[src/rtl/vic_pkg.sv]
// ----------------------------------------------------------------------------
// vic_pkg - shared definitions of the virtual instruction clock
// Field widths, stream packing offsets, register and status codes, and the
// sizes of the serial multiplier and divider.
// ----------------------------------------------------------------------------
package vic_pkg;

  // Fixed-point fraction of the drift divisor
  localparam int FRAC_BITS = 16;

  // Field widths
  localparam int MODE_W    = 2;
  localparam int ICOUNT_W  = 64;
  localparam int TSEC_W    = 34;
  localparam int TNS_W     = 30;
  localparam int SEC_W     = 35;
  localparam int NS_W      = 30;
  localparam int STATUS_W  = 2;
  localparam int NPI_W     = 16;
  localparam int CFG_W     = 32;
  localparam int CFG_IDX_W = 2;

  // Stream packing, lowest field first
  localparam int IN_TSEC_LSB    = ICOUNT_W;
  localparam int IN_TNS_LSB     = IN_TSEC_LSB + TSEC_W;
  localparam int IN_TDATA_W     = IN_TNS_LSB + TNS_W;
  localparam int OUT_NS_LSB     = SEC_W;
  localparam int OUT_TICKS_LSB  = OUT_NS_LSB + NS_W;
  localparam int OUT_STATUS_LSB = OUT_TICKS_LSB + ICOUNT_W;
  localparam int OUT_USED_W     = OUT_STATUS_LSB + STATUS_W;
  localparam int OUT_TDATA_W    = ((OUT_USED_W + 7) / 8) * 8;
  localparam int OUT_PAD_W      = OUT_TDATA_W - OUT_USED_W;

  // Serial arithmetic units
  localparam int MUL_XW  = 64;
  localparam int MUL_MW  = 32;
  localparam int MUL_W   = MUL_XW + MUL_MW;
  localparam int MUL_CW  = $clog2(MUL_MW);
  localparam int DIV_W   = 96;
  localparam int DIV_DW  = 32;
  localparam int DIV_CW  = $clog2(DIV_W);

  localparam logic [DIV_DW-1:0] NS_PER_SEC  = 32'd1000000000;
  localparam int                SLOW_FACTOR = 30;
  localparam int                STEP30_W    = CFG_W + 5;

  // Register reset values
  localparam logic [NPI_W-1:0] NPI_RST   = 16'd1;
  localparam logic [CFG_W-1:0] DRIFT_RST = 32'd65536;
  localparam logic [CFG_W-1:0] STEP_RST  = 32'd1;
  localparam logic [CFG_W-1:0] LIMIT_RST = 32'd10;

  typedef enum logic [MODE_W-1:0] {
    MODE_TICK = 2'd0,
    MODE_READ = 2'd1,
    MODE_SET  = 2'd2
  } mode_e;

  typedef enum logic [STATUS_W-1:0] {
    STATUS_OK       = 2'd0,
    STATUS_BACKWARD = 2'd1,
    STATUS_PAST     = 2'd2
  } status_e;

  typedef enum logic [CFG_IDX_W-1:0] {
    REG_NS_PER_INSN = 2'd0,
    REG_DRIFT       = 2'd1,
    REG_OFFSET_STEP = 2'd2,
    REG_SLOW_LIMIT  = 2'd3
  } cfg_idx_e;

endpackage

[src/rtl/virtual_instruction_clock.sv]
// Flow: each beat runs the serial multiplier, then the serial divider twice (scale
// by drift, split into s and ns); a set that moves the clock then runs the gap
// multiply, count multiply and count divide and repeats the scale and split
// (32-step serial multiplier, 96-step serial divider). The next beat is taken
// once the previous result sits in the output register.
// Reset: registers return to their defaults, all counts and offsets clear.
// ----------------------------------------------------------------------------
// virtual_instruction_clock - instruction-count driven virtual time
// Ticks set a base count or extend the offset, sets ahead extend it too; every
// beat reports virtual time (base + offset) * ns_per_instruction / drift in s, ns
// ----------------------------------------------------------------------------
module virtual_instruction_clock (
  input  logic                              clk_i,
  input  logic                              rst_ni,
  // configuration write port
  input  logic                              cfg_we_i,
  input  logic [vic_pkg::CFG_IDX_W-1:0]     cfg_idx_i,
  input  logic [vic_pkg::CFG_W-1:0]         cfg_data_i,
  // input stream
  input  logic                              s_axis_tvalid,
  output logic                              s_axis_tready,
  // [63:0] instruction_count, [97:64] target_seconds, [127:98] target_nanoseconds
  input  logic [vic_pkg::IN_TDATA_W-1:0]    s_axis_tdata,
  // [1:0] mode
  input  logic [vic_pkg::MODE_W-1:0]        s_axis_tuser,
  // output stream
  output logic                              m_axis_tvalid,
  input  logic                              m_axis_tready,
  // [34:0] seconds, [64:35] nanoseconds, [128:65] capture_ticks,
  // [130:129] status, [135:131] zero
  output logic [vic_pkg::OUT_TDATA_W-1:0]   m_axis_tdata
);

  typedef enum logic [7:0] {
    ST_IDLE    = 8'b0000_0001,
    ST_NOW_MUL = 8'b0000_0010,
    ST_NOW_DIV = 8'b0000_0100,
    ST_SPLIT   = 8'b0000_1000,
    ST_GAP_MUL = 8'b0001_0000,
    ST_SET_MUL = 8'b0010_0000,
    ST_SET_DIV = 8'b0100_0000,
    ST_OUT     = 8'b1000_0000
  } state_e;

  localparam int HI_LSB = vic_pkg::ICOUNT_W + vic_pkg::FRAC_BITS;

  state_e state_q, state_d;

  // configuration
  logic [vic_pkg::NPI_W-1:0] npi_q, npi_d;
  logic [vic_pkg::CFG_W-1:0] drift_q, drift_d;
  logic [vic_pkg::CFG_W-1:0] step_q, step_d;
  logic [vic_pkg::CFG_W-1:0] limit_q, limit_d;

  // clock state
  logic [vic_pkg::ICOUNT_W-1:0] tick_q, tick_d;
  logic [vic_pkg::ICOUNT_W-1:0] base_q, base_d;
  logic [vic_pkg::ICOUNT_W-1:0] off_q, off_d;
  logic [vic_pkg::CFG_W-1:0]    run_q, run_d;

  // item in flight
  logic                          pre_q, pre_d;
  logic [vic_pkg::STATUS_W-1:0]  status_q, status_d;
  logic [vic_pkg::TSEC_W-1:0]    ts_q, ts_d;
  logic [vic_pkg::TNS_W-1:0]     tn_q, tn_d;
  logic [vic_pkg::ICOUNT_W-1:0]  n_q, n_d;

  // output register
  logic                          m_valid_q, m_valid_d;
  logic [vic_pkg::SEC_W-1:0]     out_sec_q, out_sec_d;
  logic [vic_pkg::NS_W-1:0]      out_ns_q, out_ns_d;
  logic [vic_pkg::ICOUNT_W-1:0]  out_ticks_q, out_ticks_d;
  logic [vic_pkg::STATUS_W-1:0]  out_status_q, out_status_d;

  // unit control
  logic mul_go_q, mul_go_d;
  logic div_go_q, div_go_d;

  logic                        mul_done;
  logic [vic_pkg::MUL_XW-1:0]  mul_x;
  logic [vic_pkg::MUL_MW-1:0]  mul_m;
  logic [vic_pkg::MUL_W-1:0]   mul_prod;
  logic                        div_done;
  logic [vic_pkg::DIV_W-1:0]   div_dvd;
  logic [vic_pkg::DIV_DW-1:0]  div_dvs;
  logic [vic_pkg::DIV_W-1:0]   div_quot;
  logic [vic_pkg::DIV_DW-1:0]  div_rem;

  logic [vic_pkg::ICOUNT_W-1:0] in_icount;
  logic                         accept;
  logic [vic_pkg::CFG_W-1:0]    run_inc;
  logic [vic_pkg::STEP30_W-1:0] step30;
  logic [vic_pkg::ICOUNT_W-1:0] now_ns;
  logic [vic_pkg::ICOUNT_W-1:0] set_cnt;
  logic [vic_pkg::SEC_W-1:0]    cur_s;
  logic [vic_pkg::NS_W-1:0]     cur_n;
  logic [vic_pkg::SEC_W-1:0]    tgt_s;
  logic                         later;
  logic                         earlier;

  assign in_icount = s_axis_tdata[vic_pkg::ICOUNT_W-1:0];
  assign accept    = s_axis_tvalid && s_axis_tready;
  assign run_inc   = (run_q == '1) ? run_q : run_q + 1'b1;
  assign step30    = vic_pkg::STEP30_W'(step_q) * vic_pkg::STEP30_W'(vic_pkg::SLOW_FACTOR);

  // saturate quotients that need more than 64 bits
  assign now_ns  = (|div_quot[vic_pkg::DIV_W-1:vic_pkg::ICOUNT_W]) ? '1
                 : div_quot[vic_pkg::ICOUNT_W-1:0];
  assign set_cnt = (|div_quot[vic_pkg::DIV_W-1:HI_LSB]) ? '1
                 : div_quot[HI_LSB-1:vic_pkg::FRAC_BITS];

  assign cur_s   = div_quot[vic_pkg::SEC_W-1:0];
  assign cur_n   = div_rem[vic_pkg::NS_W-1:0];
  assign tgt_s   = vic_pkg::SEC_W'(ts_q);
  assign later   = (tgt_s > cur_s) || ((tgt_s == cur_s) && (tn_q > cur_n));
  assign earlier = (tgt_s < cur_s) || ((tgt_s == cur_s) && (tn_q < cur_n));

  // operand select; units latch them in the first cycle of each state
  always_comb begin
    mul_x   = '0;
    mul_m   = '0;
    div_dvd = '0;
    div_dvs = '0;
    case (state_q)
      ST_NOW_MUL: begin
        mul_x = base_q + off_q;
        mul_m = vic_pkg::MUL_MW'(npi_q);
      end
      ST_GAP_MUL: begin
        mul_x = vic_pkg::MUL_XW'(ts_q) - vic_pkg::MUL_XW'(cur_s);
        mul_m = vic_pkg::NS_PER_SEC;
      end
      ST_SET_MUL: begin
        mul_x = n_q;
        mul_m = drift_q;
      end
      ST_NOW_DIV: begin
        div_dvd = vic_pkg::DIV_W'({mul_prod[vic_pkg::ICOUNT_W-1:0],
                                   {vic_pkg::FRAC_BITS{1'b0}}});
        div_dvs = drift_q;
      end
      ST_SPLIT: begin
        div_dvd = vic_pkg::DIV_W'(now_ns);
        div_dvs = vic_pkg::NS_PER_SEC;
      end
      ST_SET_DIV: begin
        div_dvd = mul_prod;
        div_dvs = (npi_q == '0) ? vic_pkg::DIV_DW'(1) : vic_pkg::DIV_DW'(npi_q);
      end
      default: begin
      end
    endcase
  end

  always_comb begin
    state_d      = state_q;
    npi_d        = npi_q;
    drift_d      = drift_q;
    step_d       = step_q;
    limit_d      = limit_q;
    tick_d       = tick_q;
    base_d       = base_q;
    off_d        = off_q;
    run_d        = run_q;
    pre_d        = pre_q;
    status_d     = status_q;
    ts_d         = ts_q;
    tn_d         = tn_q;
    n_d          = n_q;
    m_valid_d    = m_valid_q;
    out_sec_d    = out_sec_q;
    out_ns_d     = out_ns_q;
    out_ticks_d  = out_ticks_q;
    out_status_d = out_status_q;
    mul_go_d     = 1'b0;
    div_go_d     = 1'b0;

    if (cfg_we_i) begin
      case (cfg_idx_i)
        vic_pkg::REG_NS_PER_INSN: npi_d   = cfg_data_i[vic_pkg::NPI_W-1:0];
        vic_pkg::REG_DRIFT:       drift_d = cfg_data_i;
        vic_pkg::REG_OFFSET_STEP: step_d  = cfg_data_i;
        vic_pkg::REG_SLOW_LIMIT:  limit_d = cfg_data_i;
        default: begin
        end
      endcase
    end

    if (m_valid_q && m_axis_tready) begin
      m_valid_d = 1'b0;
    end

    case (state_q)
      ST_IDLE: begin
        if (accept) begin
          ts_d     = s_axis_tdata[vic_pkg::IN_TSEC_LSB +: vic_pkg::TSEC_W];
          tn_d     = s_axis_tdata[vic_pkg::IN_TNS_LSB +: vic_pkg::TNS_W];
          pre_d    = (s_axis_tuser == vic_pkg::MODE_SET);
          status_d = vic_pkg::STATUS_OK;
          if (s_axis_tuser == vic_pkg::MODE_TICK) begin
            if ((in_icount != '0) && (in_icount < base_q)) begin
              status_d = vic_pkg::STATUS_BACKWARD;
            end else begin
              tick_d = tick_q + 1'b1;
              if (in_icount != '0) begin
                base_d = in_icount;
                run_d  = '0;
              end else begin
                run_d = run_inc;
                if (run_inc < limit_q) begin
                  off_d = off_q + vic_pkg::ICOUNT_W'(step_q);
                end else begin
                  off_d = off_q + vic_pkg::ICOUNT_W'(step30);
                end
              end
            end
          end
          mul_go_d = 1'b1;
          state_d  = ST_NOW_MUL;
        end
      end
      ST_NOW_MUL: begin
        if (mul_done) begin
          div_go_d = 1'b1;
          state_d  = ST_NOW_DIV;
        end
      end
      ST_NOW_DIV: begin
        if (div_done) begin
          div_go_d = 1'b1;
          state_d  = ST_SPLIT;
        end
      end
      ST_SPLIT: begin
        if (div_done) begin
          if (pre_q && later) begin
            mul_go_d = 1'b1;
            state_d  = ST_GAP_MUL;
          end else begin
            // past target leaves the clock alone; equal target is a no-op
            if (pre_q && earlier) begin
              status_d = vic_pkg::STATUS_PAST;
            end
            state_d = ST_OUT;
          end
        end
      end
      ST_GAP_MUL: begin
        if (mul_done) begin
          n_d = mul_prod[vic_pkg::ICOUNT_W-1:0] + vic_pkg::ICOUNT_W'(tn_q)
              - vic_pkg::ICOUNT_W'(cur_n) + vic_pkg::ICOUNT_W'(npi_q);
          mul_go_d = 1'b1;
          state_d  = ST_SET_MUL;
        end
      end
      ST_SET_MUL: begin
        if (mul_done) begin
          div_go_d = 1'b1;
          state_d  = ST_SET_DIV;
        end
      end
      ST_SET_DIV: begin
        if (div_done) begin
          off_d    = off_q + set_cnt;
          pre_d    = 1'b0;
          mul_go_d = 1'b1;
          state_d  = ST_NOW_MUL;
        end
      end
      ST_OUT: begin
        // hold the split result until the output register frees up
        if (!m_valid_q || m_axis_tready) begin
          m_valid_d    = 1'b1;
          out_sec_d    = cur_s;
          out_ns_d     = cur_n;
          out_ticks_d  = tick_q;
          out_status_d = status_q;
          state_d      = ST_IDLE;
        end
      end
      default: begin
        state_d = ST_IDLE;
      end
    endcase
  end

  always_ff @(posedge clk_i or negedge rst_ni) begin
    if (!rst_ni) begin
      state_q   <= ST_IDLE;
      npi_q     <= vic_pkg::NPI_RST;
      drift_q   <= vic_pkg::DRIFT_RST;
      step_q    <= vic_pkg::STEP_RST;
      limit_q   <= vic_pkg::LIMIT_RST;
      tick_q    <= '0;
      base_q    <= '0;
      off_q     <= '0;
      run_q     <= '0;
      pre_q     <= 1'b0;
      status_q  <= vic_pkg::STATUS_OK;
      m_valid_q <= 1'b0;
      mul_go_q  <= 1'b0;
      div_go_q  <= 1'b0;
    end else begin
      state_q   <= state_d;
      npi_q     <= npi_d;
      drift_q   <= drift_d;
      step_q    <= step_d;
      limit_q   <= limit_d;
      tick_q    <= tick_d;
      base_q    <= base_d;
      off_q     <= off_d;
      run_q     <= run_d;
      pre_q     <= pre_d;
      status_q  <= status_d;
      m_valid_q <= m_valid_d;
      mul_go_q  <= mul_go_d;
      div_go_q  <= div_go_d;
    end
  end

  always_ff @(posedge clk_i) begin
    ts_q         <= ts_d;
    tn_q         <= tn_d;
    n_q          <= n_d;
    out_sec_q    <= out_sec_d;
    out_ns_q     <= out_ns_d;
    out_ticks_q  <= out_ticks_d;
    out_status_q <= out_status_d;
  end

  vic_serial_mul u_mul (
    .clk_i   (clk_i),
    .rst_ni  (rst_ni),
    .start_i (mul_go_q),
    .x_i     (mul_x),
    .m_i     (mul_m),
    .done_o  (mul_done),
    .prod_o  (mul_prod)
  );

  vic_serial_div u_div (
    .clk_i      (clk_i),
    .rst_ni     (rst_ni),
    .start_i    (div_go_q),
    .dividend_i (div_dvd),
    .divisor_i  (div_dvs),
    .done_o     (div_done),
    .quot_o     (div_quot),
    .rem_o      (div_rem)
  );

  assign s_axis_tready = (state_q == ST_IDLE);
  assign m_axis_tvalid = m_valid_q;
  assign m_axis_tdata  = {{vic_pkg::OUT_PAD_W{1'b0}}, out_status_q, out_ticks_q,
                          out_ns_q, out_sec_q};

endmodule

[src/rtl/vic_serial_mul.sv]
// ----------------------------------------------------------------------------
// vic_serial_mul - bit-serial shift-add multiplier
// Multiplies a 64-bit operand by a 32-bit operand, one multiplier bit per
// cycle, most significant bit first; full 96-bit product.
// ----------------------------------------------------------------------------
module vic_serial_mul (
  input  logic                        clk_i,
  input  logic                        rst_ni,
  input  logic                        start_i,
  input  logic [vic_pkg::MUL_XW-1:0]  x_i,
  input  logic [vic_pkg::MUL_MW-1:0]  m_i,
  output logic                        done_o,
  output logic [vic_pkg::MUL_W-1:0]   prod_o
);

  logic [vic_pkg::MUL_W-1:0]  acc_q, acc_d;
  logic [vic_pkg::MUL_XW-1:0] x_q, x_d;
  logic [vic_pkg::MUL_MW-1:0] m_q, m_d;
  logic [vic_pkg::MUL_CW-1:0] cnt_q, cnt_d;
  logic                       busy_q, busy_d;
  logic                       done_q, done_d;

  always_comb begin
    acc_d  = acc_q;
    x_d    = x_q;
    m_d    = m_q;
    cnt_d  = cnt_q;
    busy_d = busy_q;
    done_d = 1'b0;
    if (start_i) begin
      acc_d  = '0;
      x_d    = x_i;
      m_d    = m_i;
      cnt_d  = '0;
      busy_d = 1'b1;
    end else if (busy_q) begin
      acc_d = {acc_q[vic_pkg::MUL_W-2:0], 1'b0}
            + (m_q[vic_pkg::MUL_MW-1] ? vic_pkg::MUL_W'(x_q) : '0);
      m_d   = {m_q[vic_pkg::MUL_MW-2:0], 1'b0};
      cnt_d = cnt_q + 1'b1;
      if (cnt_q == vic_pkg::MUL_CW'(vic_pkg::MUL_MW - 1)) begin
        busy_d = 1'b0;
        done_d = 1'b1;
      end
    end
  end

  always_ff @(posedge clk_i or negedge rst_ni) begin
    if (!rst_ni) begin
      cnt_q  <= '0;
      busy_q <= 1'b0;
      done_q <= 1'b0;
    end else begin
      cnt_q  <= cnt_d;
      busy_q <= busy_d;
      done_q <= done_d;
    end
  end

  always_ff @(posedge clk_i) begin
    acc_q <= acc_d;
    x_q   <= x_d;
    m_q   <= m_d;
  end

  assign done_o = done_q;
  assign prod_o = acc_q;

endmodule

[src/rtl/vic_serial_div.sv]
// ----------------------------------------------------------------------------
// vic_serial_div - bit-serial restoring divider
// Divides a 96-bit dividend by a 32-bit divisor, one quotient bit per cycle.
// The dividend register shifts out at the top while quotient bits enter below.
// ----------------------------------------------------------------------------
module vic_serial_div (
  input  logic                        clk_i,
  input  logic                        rst_ni,
  input  logic                        start_i,
  input  logic [vic_pkg::DIV_W-1:0]   dividend_i,
  input  logic [vic_pkg::DIV_DW-1:0]  divisor_i,
  output logic                        done_o,
  output logic [vic_pkg::DIV_W-1:0]   quot_o,
  output logic [vic_pkg::DIV_DW-1:0]  rem_o
);

  logic [vic_pkg::DIV_W-1:0]  dq_q, dq_d;
  logic [vic_pkg::DIV_DW-1:0] rem_q, rem_d;
  logic [vic_pkg::DIV_DW-1:0] dvs_q, dvs_d;
  logic [vic_pkg::DIV_CW-1:0] cnt_q, cnt_d;
  logic                       busy_q, busy_d;
  logic                       done_q, done_d;
  logic [vic_pkg::DIV_DW:0]   trial;
  logic [vic_pkg::DIV_DW:0]   diff;
  logic                       fits;

  assign trial = {rem_q, dq_q[vic_pkg::DIV_W-1]};
  assign diff  = trial - {1'b0, dvs_q};
  assign fits  = trial >= {1'b0, dvs_q};

  always_comb begin
    dq_d   = dq_q;
    rem_d  = rem_q;
    dvs_d  = dvs_q;
    cnt_d  = cnt_q;
    busy_d = busy_q;
    done_d = 1'b0;
    if (start_i) begin
      dq_d   = dividend_i;
      rem_d  = '0;
      dvs_d  = divisor_i;
      cnt_d  = '0;
      busy_d = 1'b1;
    end else if (busy_q) begin
      // a zero divisor yields an all-ones quotient; callers saturate on it
      rem_d = fits ? diff[vic_pkg::DIV_DW-1:0] : trial[vic_pkg::DIV_DW-1:0];
      dq_d  = {dq_q[vic_pkg::DIV_W-2:0], fits};
      cnt_d = cnt_q + 1'b1;
      if (cnt_q == vic_pkg::DIV_CW'(vic_pkg::DIV_W - 1)) begin
        busy_d = 1'b0;
        done_d = 1'b1;
      end
    end
  end

  always_ff @(posedge clk_i or negedge rst_ni) begin
    if (!rst_ni) begin
      cnt_q  <= '0;
      busy_q <= 1'b0;
      done_q <= 1'b0;
    end else begin
      cnt_q  <= cnt_d;
      busy_q <= busy_d;
      done_q <= done_d;
    end
  end

  always_ff @(posedge clk_i) begin
    dq_q  <= dq_d;
    rem_q <= rem_d;
    dvs_q <= dvs_d;
  end

  assign done_o = done_q;
  assign quot_o = dq_q;
  assign rem_o  = rem_q;

endmodule

[config.mk]
export PLATFORM = sky130hd
export DESIGN_NAME = virtual_instruction_clock
export DESIGN_NICKNAME = d
export VERILOG_FILES = /design/src/rtl/vic_pkg.sv /design/src/rtl/virtual_instruction_clock.sv /design/src/rtl/vic_serial_mul.sv /design/src/rtl/vic_serial_div.sv
export SDC_FILE = /design/constraint.sdc
export NUM_CORES = 2
export LEC_CHECK = 0
export BUFFER_PORTS_ARGS = -buffer_cell sky130_fd_sc_hd__buf_2
export CAP_MARGIN = 10
export CELL_PAD_IN_SITES_DETAIL_PLACEMENT = 1
export CELL_PAD_IN_SITES_GLOBAL_PLACEMENT = 2
export CORE_MARGIN = 2
export CORE_UTILIZATION = 41
export DETAILED_ROUTE_END_ITERATION = 6
export HOLD_SLACK_MARGIN = 0.08
export PLACE_DENSITY_LB_ADDON = 0.08
export REMOVE_ABC_BUFFERS = 1
export SYNTH_ARGS = -nofsm -noshare
export SYNTH_HDL_FRONTEND = slang
export SYNTH_HIERARCHICAL = 1
export SYNTH_SLANG_ARGS = --single-unit
[constraint.sdc]
create_clock -name clk_i -period 9.6 [get_ports clk_i]
set_clock_uncertainty 0.1 [all_clocks]
set_input_delay 0.48 -clock clk_i [delete_from_list [all_inputs] [get_ports clk_i]]
set_output_delay 0.48 -clock clk_i [all_outputs]
set_load 0.01 [all_outputs]
# Word-level counts from Yosys, hierarchy flattened
# Cells that the tools add are included.
# totals
ff_bits	977
inputBits	169
out_inout_bits	138
elab_cells	191
# op_classes
addsub	14
n_mul	1
n_lt_le_gt_ge	7
eq_ne	30
muxes	68
bitwise	1
n_reduce_logical	36
# ops
operator	n
64-bit 2-to-1 mux	9
96-bit one-hot mux with 3 select lines	1
96-bit 2-to-1 mux	2
32-bit one-hot mux with 3 select lines	2
64-bit one-hot mux with 3 select lines	1
32-bit 2-to-1 mux	5
64-bit adder	2
64-bit one-hot mux with 2 select lines	1
96-bit adder	1
8-bit 2-to-1 mux	9
64-bit by 1-bit adder with 64-bit output (second input constant)	1
64-bit by 16-bit adder with 64-bit output	1
64-bit by 30-bit adder with 64-bit output	1
64-bit by 32-bit adder with 64-bit output	1
64-bit by 37-bit adder with 64-bit output	1
64-bit less-than comparator	1
8-bit one-hot mux with 8 select lines	1
64-bit nonzero test	1
64-bit by 30-bit subtractor with 64-bit output	1
32-bit by 4-bit multiplier with 36-bit output (second input constant)	1
34-bit by 35-bit subtractor with 36-bit output	1
34-bit by 35-bit equality test with 1-bit output	1
34-bit by 35-bit > comparator with 1-bit output	1
34-bit by 35-bit less-than comparator with 1-bit output	1
other kinds (48)	110

# Depth between registers and ports, before layout
# depth
word_depth	9
ltp_mapped	29
mapped_depth_nobuf	28

# Modules after synthesis
# The synthesis kept the hierarchy.
# by_module_without_submodules
mod	instances	cells_each	area_per_inst_um2	seq_area_each_um2
virtual_instruction_clock	1	5731	51735.9	16543.4
vic_serial_mul	1	1270	11971.5	4979.8
vic_serial_div	1	707	8525.7	4709.5

# Least setup slack after synthesis
# No wires, ideal clock.
# synth_path
path_kind	flip-flop to flip-flop
start	reg state_q[1]
end	reg out_ns_q[0] in the netlist's numbering (enable)
setup_ns	0.637
arrival_time_ns	7.050
t_required_ns	8.863
path_slack_ns	1.814
stages_incl_launch_ff	6
path_buffers	1
synth_period_minus_slack_ns	7.786
path_cell_list	dfrtp_1 > clkbuf_1 > nor4_1 > nor3b_1 > nand3b_1 > nor2b_1
# synth_between
elab_chain_len	2
# synth_rtl
element	line_no	source
start, declared	virtual_instruction_clock.sv:47	state_e state_q, state_d;
start signal, assigned	virtual_instruction_clock.sv:304	state_q <= state_d;
8-bit equality test	virtual_instruction_clock.sv:193	case (state_q)
2-bit AND reduction (no source line)	-	
end signal, assigned	virtual_instruction_clock.sv:326	out_ns_q <= out_ns_d;
end, declared	virtual_instruction_clock.sv:71	logic [vic_pkg::NS_W-1:0] out_ns_q, out_ns_d;
# No other way between the ends.
# A chain may end at the register's enable or synchronous reset.

# Worst setup path after layout
# layout_path
start	reg step_q[0] in the netlist's numbering
end	reg off_q[40] in the netlist's numbering
# layout_between
elab_chain_len	8
elab_cells_between_ends	9
classes_between	2 x add/sub; 1 x mul; 6 x mux
# layout_rtl
element	line_no	source
start, declared	virtual_instruction_clock.sv:52	logic [vic_pkg::CFG_W-1:0] step_q, step_d;
start signal, assigned	virtual_instruction_clock.sv:292	step_q <= vic_pkg::STEP_RST;
start signal, assigned	virtual_instruction_clock.sv:307	step_q <= step_d;
32-bit by 4-bit multiplier with 36-bit output	virtual_instruction_clock.sv:104	assign step30 = vic_pkg::STEP30_W'(step_q) * vic_pkg::STEP30_W'(vic_pkg::SLOW_FACTOR);
64-bit by 37-bit adder with 64-bit output	virtual_instruction_clock.sv:213	off_d = off_q + vic_pkg::ICOUNT_W'(step30);
64-bit 2-to-1 mux *	virtual_instruction_clock.sv:210	if (run_inc < limit_q) begin
64-bit 2-to-1 mux *	virtual_instruction_clock.sv:205	if (in_icount != '0) begin
64-bit 2-to-1 mux *	virtual_instruction_clock.sv:201	if ((in_icount != '0) && (in_icount < base_q)) begin
64-bit 2-to-1 mux *	virtual_instruction_clock.sv:200	if (s_axis_tuser == vic_pkg::MODE_TICK) begin
64-bit 2-to-1 mux *	virtual_instruction_clock.sv:195	if (accept) begin
64-bit one-hot mux with 2 select lines *	virtual_instruction_clock.sv:193	
end signal, assigned	virtual_instruction_clock.sv:296	off_q <= '0;
end signal, assigned	virtual_instruction_clock.sv:311	off_q <= off_d;
end, declared	virtual_instruction_clock.sv:58	logic [vic_pkg::ICOUNT_W-1:0] off_q, off_d;
# Mark *: on every way between the ends. The rest lies on a longest branch, timed or not. The select of a mux whose other input is x is not followed.

==> impl_results.md <==
* Outcome: finished, final reports clean
* Core Box Area at roughly 0.18 sq mm
* Tcrit/Tclk final at about 83%
* Die X-Extent at between 400 and 500 um
* Arr. time, crit path at ~8600 ps
* Vias in the first global route at ~64000
* Gpl congestion at approximately 0.93
* Relative slew slack at between 10% and 20%
* Cell Pwr Density at between 300 and 400 mW/mm^2
* Worst-skew pair later-pin latency at roughly 800 ps
* Commonest register cell after synthesis: edfxtp_1
* Async S/R FF share, synth at approximately 37%
* CP Class: flop to flop
* Initial drt markers at around 4400
* RSZ-0062 raised after global routing: no
* FMAX at 125 MHz
* All-Layer GR Usage at a little under a third
* Drt pass-1 iters at 5
* Crit path capture type: flop
* Synth warnings at 6
* Cell Rows at about 150
* Number of synthesized flops with an enable pin at 483
* CTS H-tree lvls at 3
* Setup-failing EPs final at 0
* Die height at approximately 420 um
* Register area share after synthesis at a little over a third
* Total negative slack at 0 ps
* Residual DRC at 0
* Yosys reg bits at about 980
* Slew @ Worst Pin at about 1300 ps
* Post_cts resized at 0
* Worst EP required at slightly above 10000 ps
* Min Clock Period, post-route at ~8000 ps
* GR Overflow Total at 0
* Clock transition at the registers of the reported paths at 60 ps
* CP Launch Type: flop
* CTS Sinks at about 980
* Cts bufs inserted at about 120
* Min setup slack post-route at 1590 ps
* I/O Pins at about 310
* Hold buffers post-CTS at between 150 and 200
* Via Count at roughly 62000
* Post-route antenna net violation count at 0
* Worst VDD drop at approximately 0.25 mV
* Post-CTS setup buffers at 0
* Final hold vios at 0
* First-pass GRT wire length at about 420 mm
* Max cap viols at 0
* Fin nets at ~9000
* Pleak at between 0.03 and 0.04 uW
* Pre-CTS WS at 1700 ps
* Largest net degree at the start of global routing at 80
* Area grow syn2layout at 13.2%
* Layout cell share with drive strength beyond 1 at approximately 12%
* Drt total wl at roughly 280 mm
* # port buffers at approximately 300
* Clock Tree Root: clkbuf_16
* CTS tree: yes
* Worst-path maximum fanout at 11
* Dpl hpwl at between 200 and 250 mm
* Vias/cell at a little under 6
* HP Class: primary input to flop
* Post-synthesis cell type count at 120
* Syn_area_per_cell at between 9 and 10 sq um
* Post-synthesis cell area at between 0.07 and 0.08 sq mm
* Most common cell after layout, fill and taps aside: nand2_1
* Cells after Synth at between 7000 and 8000
* Count of pins over their slew limit at 0
* Wirelength per Cell at around 27 um
* Most frequent cells in the layout: nand2_1, ha_1, a21oi_1
* Die Area at approximately 0.18 sq mm
* Maximum buffer depth of the clock tree at 3
* Initial Util at about two fifths
* Initial antenna violation count at 8
-- path summary, 6_finish.rpt --
path	cells after the start	to	slack, ps	startpoint
max in group asynchronous	4	tick_q[20]	6760	rst_ni
worst min-delay path	3	pre_q	150	s_axis_tuser[1]
min in group asynchronous	2	u_mul/busy_q	310	rst_ni
worst min register to register	1	tick_q[63]	380	tick_q[63]
worst max register to register	23	off_q[40]	1590	step_q[0]
worst max-delay path	23	off_q[40]	1590	step_q[0]
-- layer usage --
metal / wire (um) / share of wire (%) / vias to the layer above / global-route usage (%)
met5: 0 / 0 / - / 0
met4: 11500 / 4.0 / 0 / 11.9
met3: 12600 / 4.4 / 367 / 3.30
met2: 133000 / 47 / 1425 / 51.3
met1: 126000 / 44 / 31139 / 41.6
li1: - / - / 28739 / -
-- sequential cells by signal, summed over array words and instances (netlist names), 34 cells and up --
name	count
u_div/quot_o	96
n_q	64
u_mul/x_q	64
out_sec_q	35
ts_q	34
out_ticks_q	64
base_q	64
tick_q	64
u_mul/prod_o	96
off_q	64
-- kinds of logic after synthesis --
kind of cell / count (synthesis) / synth area share [%]
AO/OA/AOI/OAI: 2167 / 19.4
XOR/XNOR: 487 / 5.90
adder cells (fa/ha/maj): 716 / 13.6
buffers and inverters: 896 / 4.95
flip-flops: 977 / 36.3
multiplexers: 343 / 5.32
other: 1 / 0.00519
AND/OR/NAND/NOR: 2121 / 14.5
-- per-stage QoR --
step	instances	total power (uW)	utilization (%)	area, sq um	hold slack, ps
finish	10508	24800	46.6	81800	150
global route	10503	26500	46.6	81800	151
CTS	10500	24700	46.6	81800	107
detailed placement	10114	19800	43.3	76000	368
global placement	10114	19500	43.3	76000	358
floorplan	7384	15700	-	70800	84.4
-- report_power, final --
group / internal [uW] / switching, uW / leakage (uW) / total [uW]
sequential: 5240 / 647 / 0.0100 / 5890
clock: 2820 / 1990 / 0.00198 / 4810
combinational: 5590 / 8480 / 0.0228 / 14100
-- synthesized netlist by cell type, drive strengths merged, types with 77 or more instances --
library cell / count / area share, %
mux2: 296 / 4.7
dfrtp: 360 / 12
a211oi: 82 / 0.87
a21oi: 573 / 4.0
nand2: 677 / 3.5
inv: 568 / 3.0
nand3: 158 / 1.1
clkbuf: 255 / 1.4
o21bai: 77 / 0.80
and2: 145 / 1.3
xor2: 158 / 1.9
nor2: 408 / 2.1
a21o: 292 / 3.0
nor3: 104 / 0.72
dfxtp: 128 / 3.5
xnor2: 329 / 4.0
nand4: 155 / 1.4
and3: 96 / 0.84
o21ai: 536 / 3.7
edfxtp: 483 / 20
ha: 602 / 10
fa: 114 / 3.2
-- critical path, stage by stage (launching register included) --
cell	delay, ps
dfstp_2	580
fa_1	460
fa_1	530
inv_1	70
fa_1	420
nor2b_1	120
o21ai_0	110
a21boi_0	450
o31a_1	240
o21ai_0	250
o31a_1	420
o31ai_1	400
a21boi_0	270
o31a_1	360
xnor2_1	140
ha_1	400
and3_1	260
and3_1	190
nand3_1	90
o31ai_1	700
and3_1	670
or2_2	270
o21ai_0	100
a22o_1	260
-- cell type report --
cell class | instances | area, sq um
Antenna cell | 8 | 20.0
Fill cell | 19934 | 93800
Timing Repair Buffer | 556 | 3850
Clock buffer | 152 | 3210
Tap cell | 2340 | 2930
Multi-Input combinational cell | 5839 | 42500
Sequential cell | 977 | 26200
Inverter | 568 | 2130
Clock inverter | 68 | 875
Note: power is estimated with default switching activity, not from simulation.
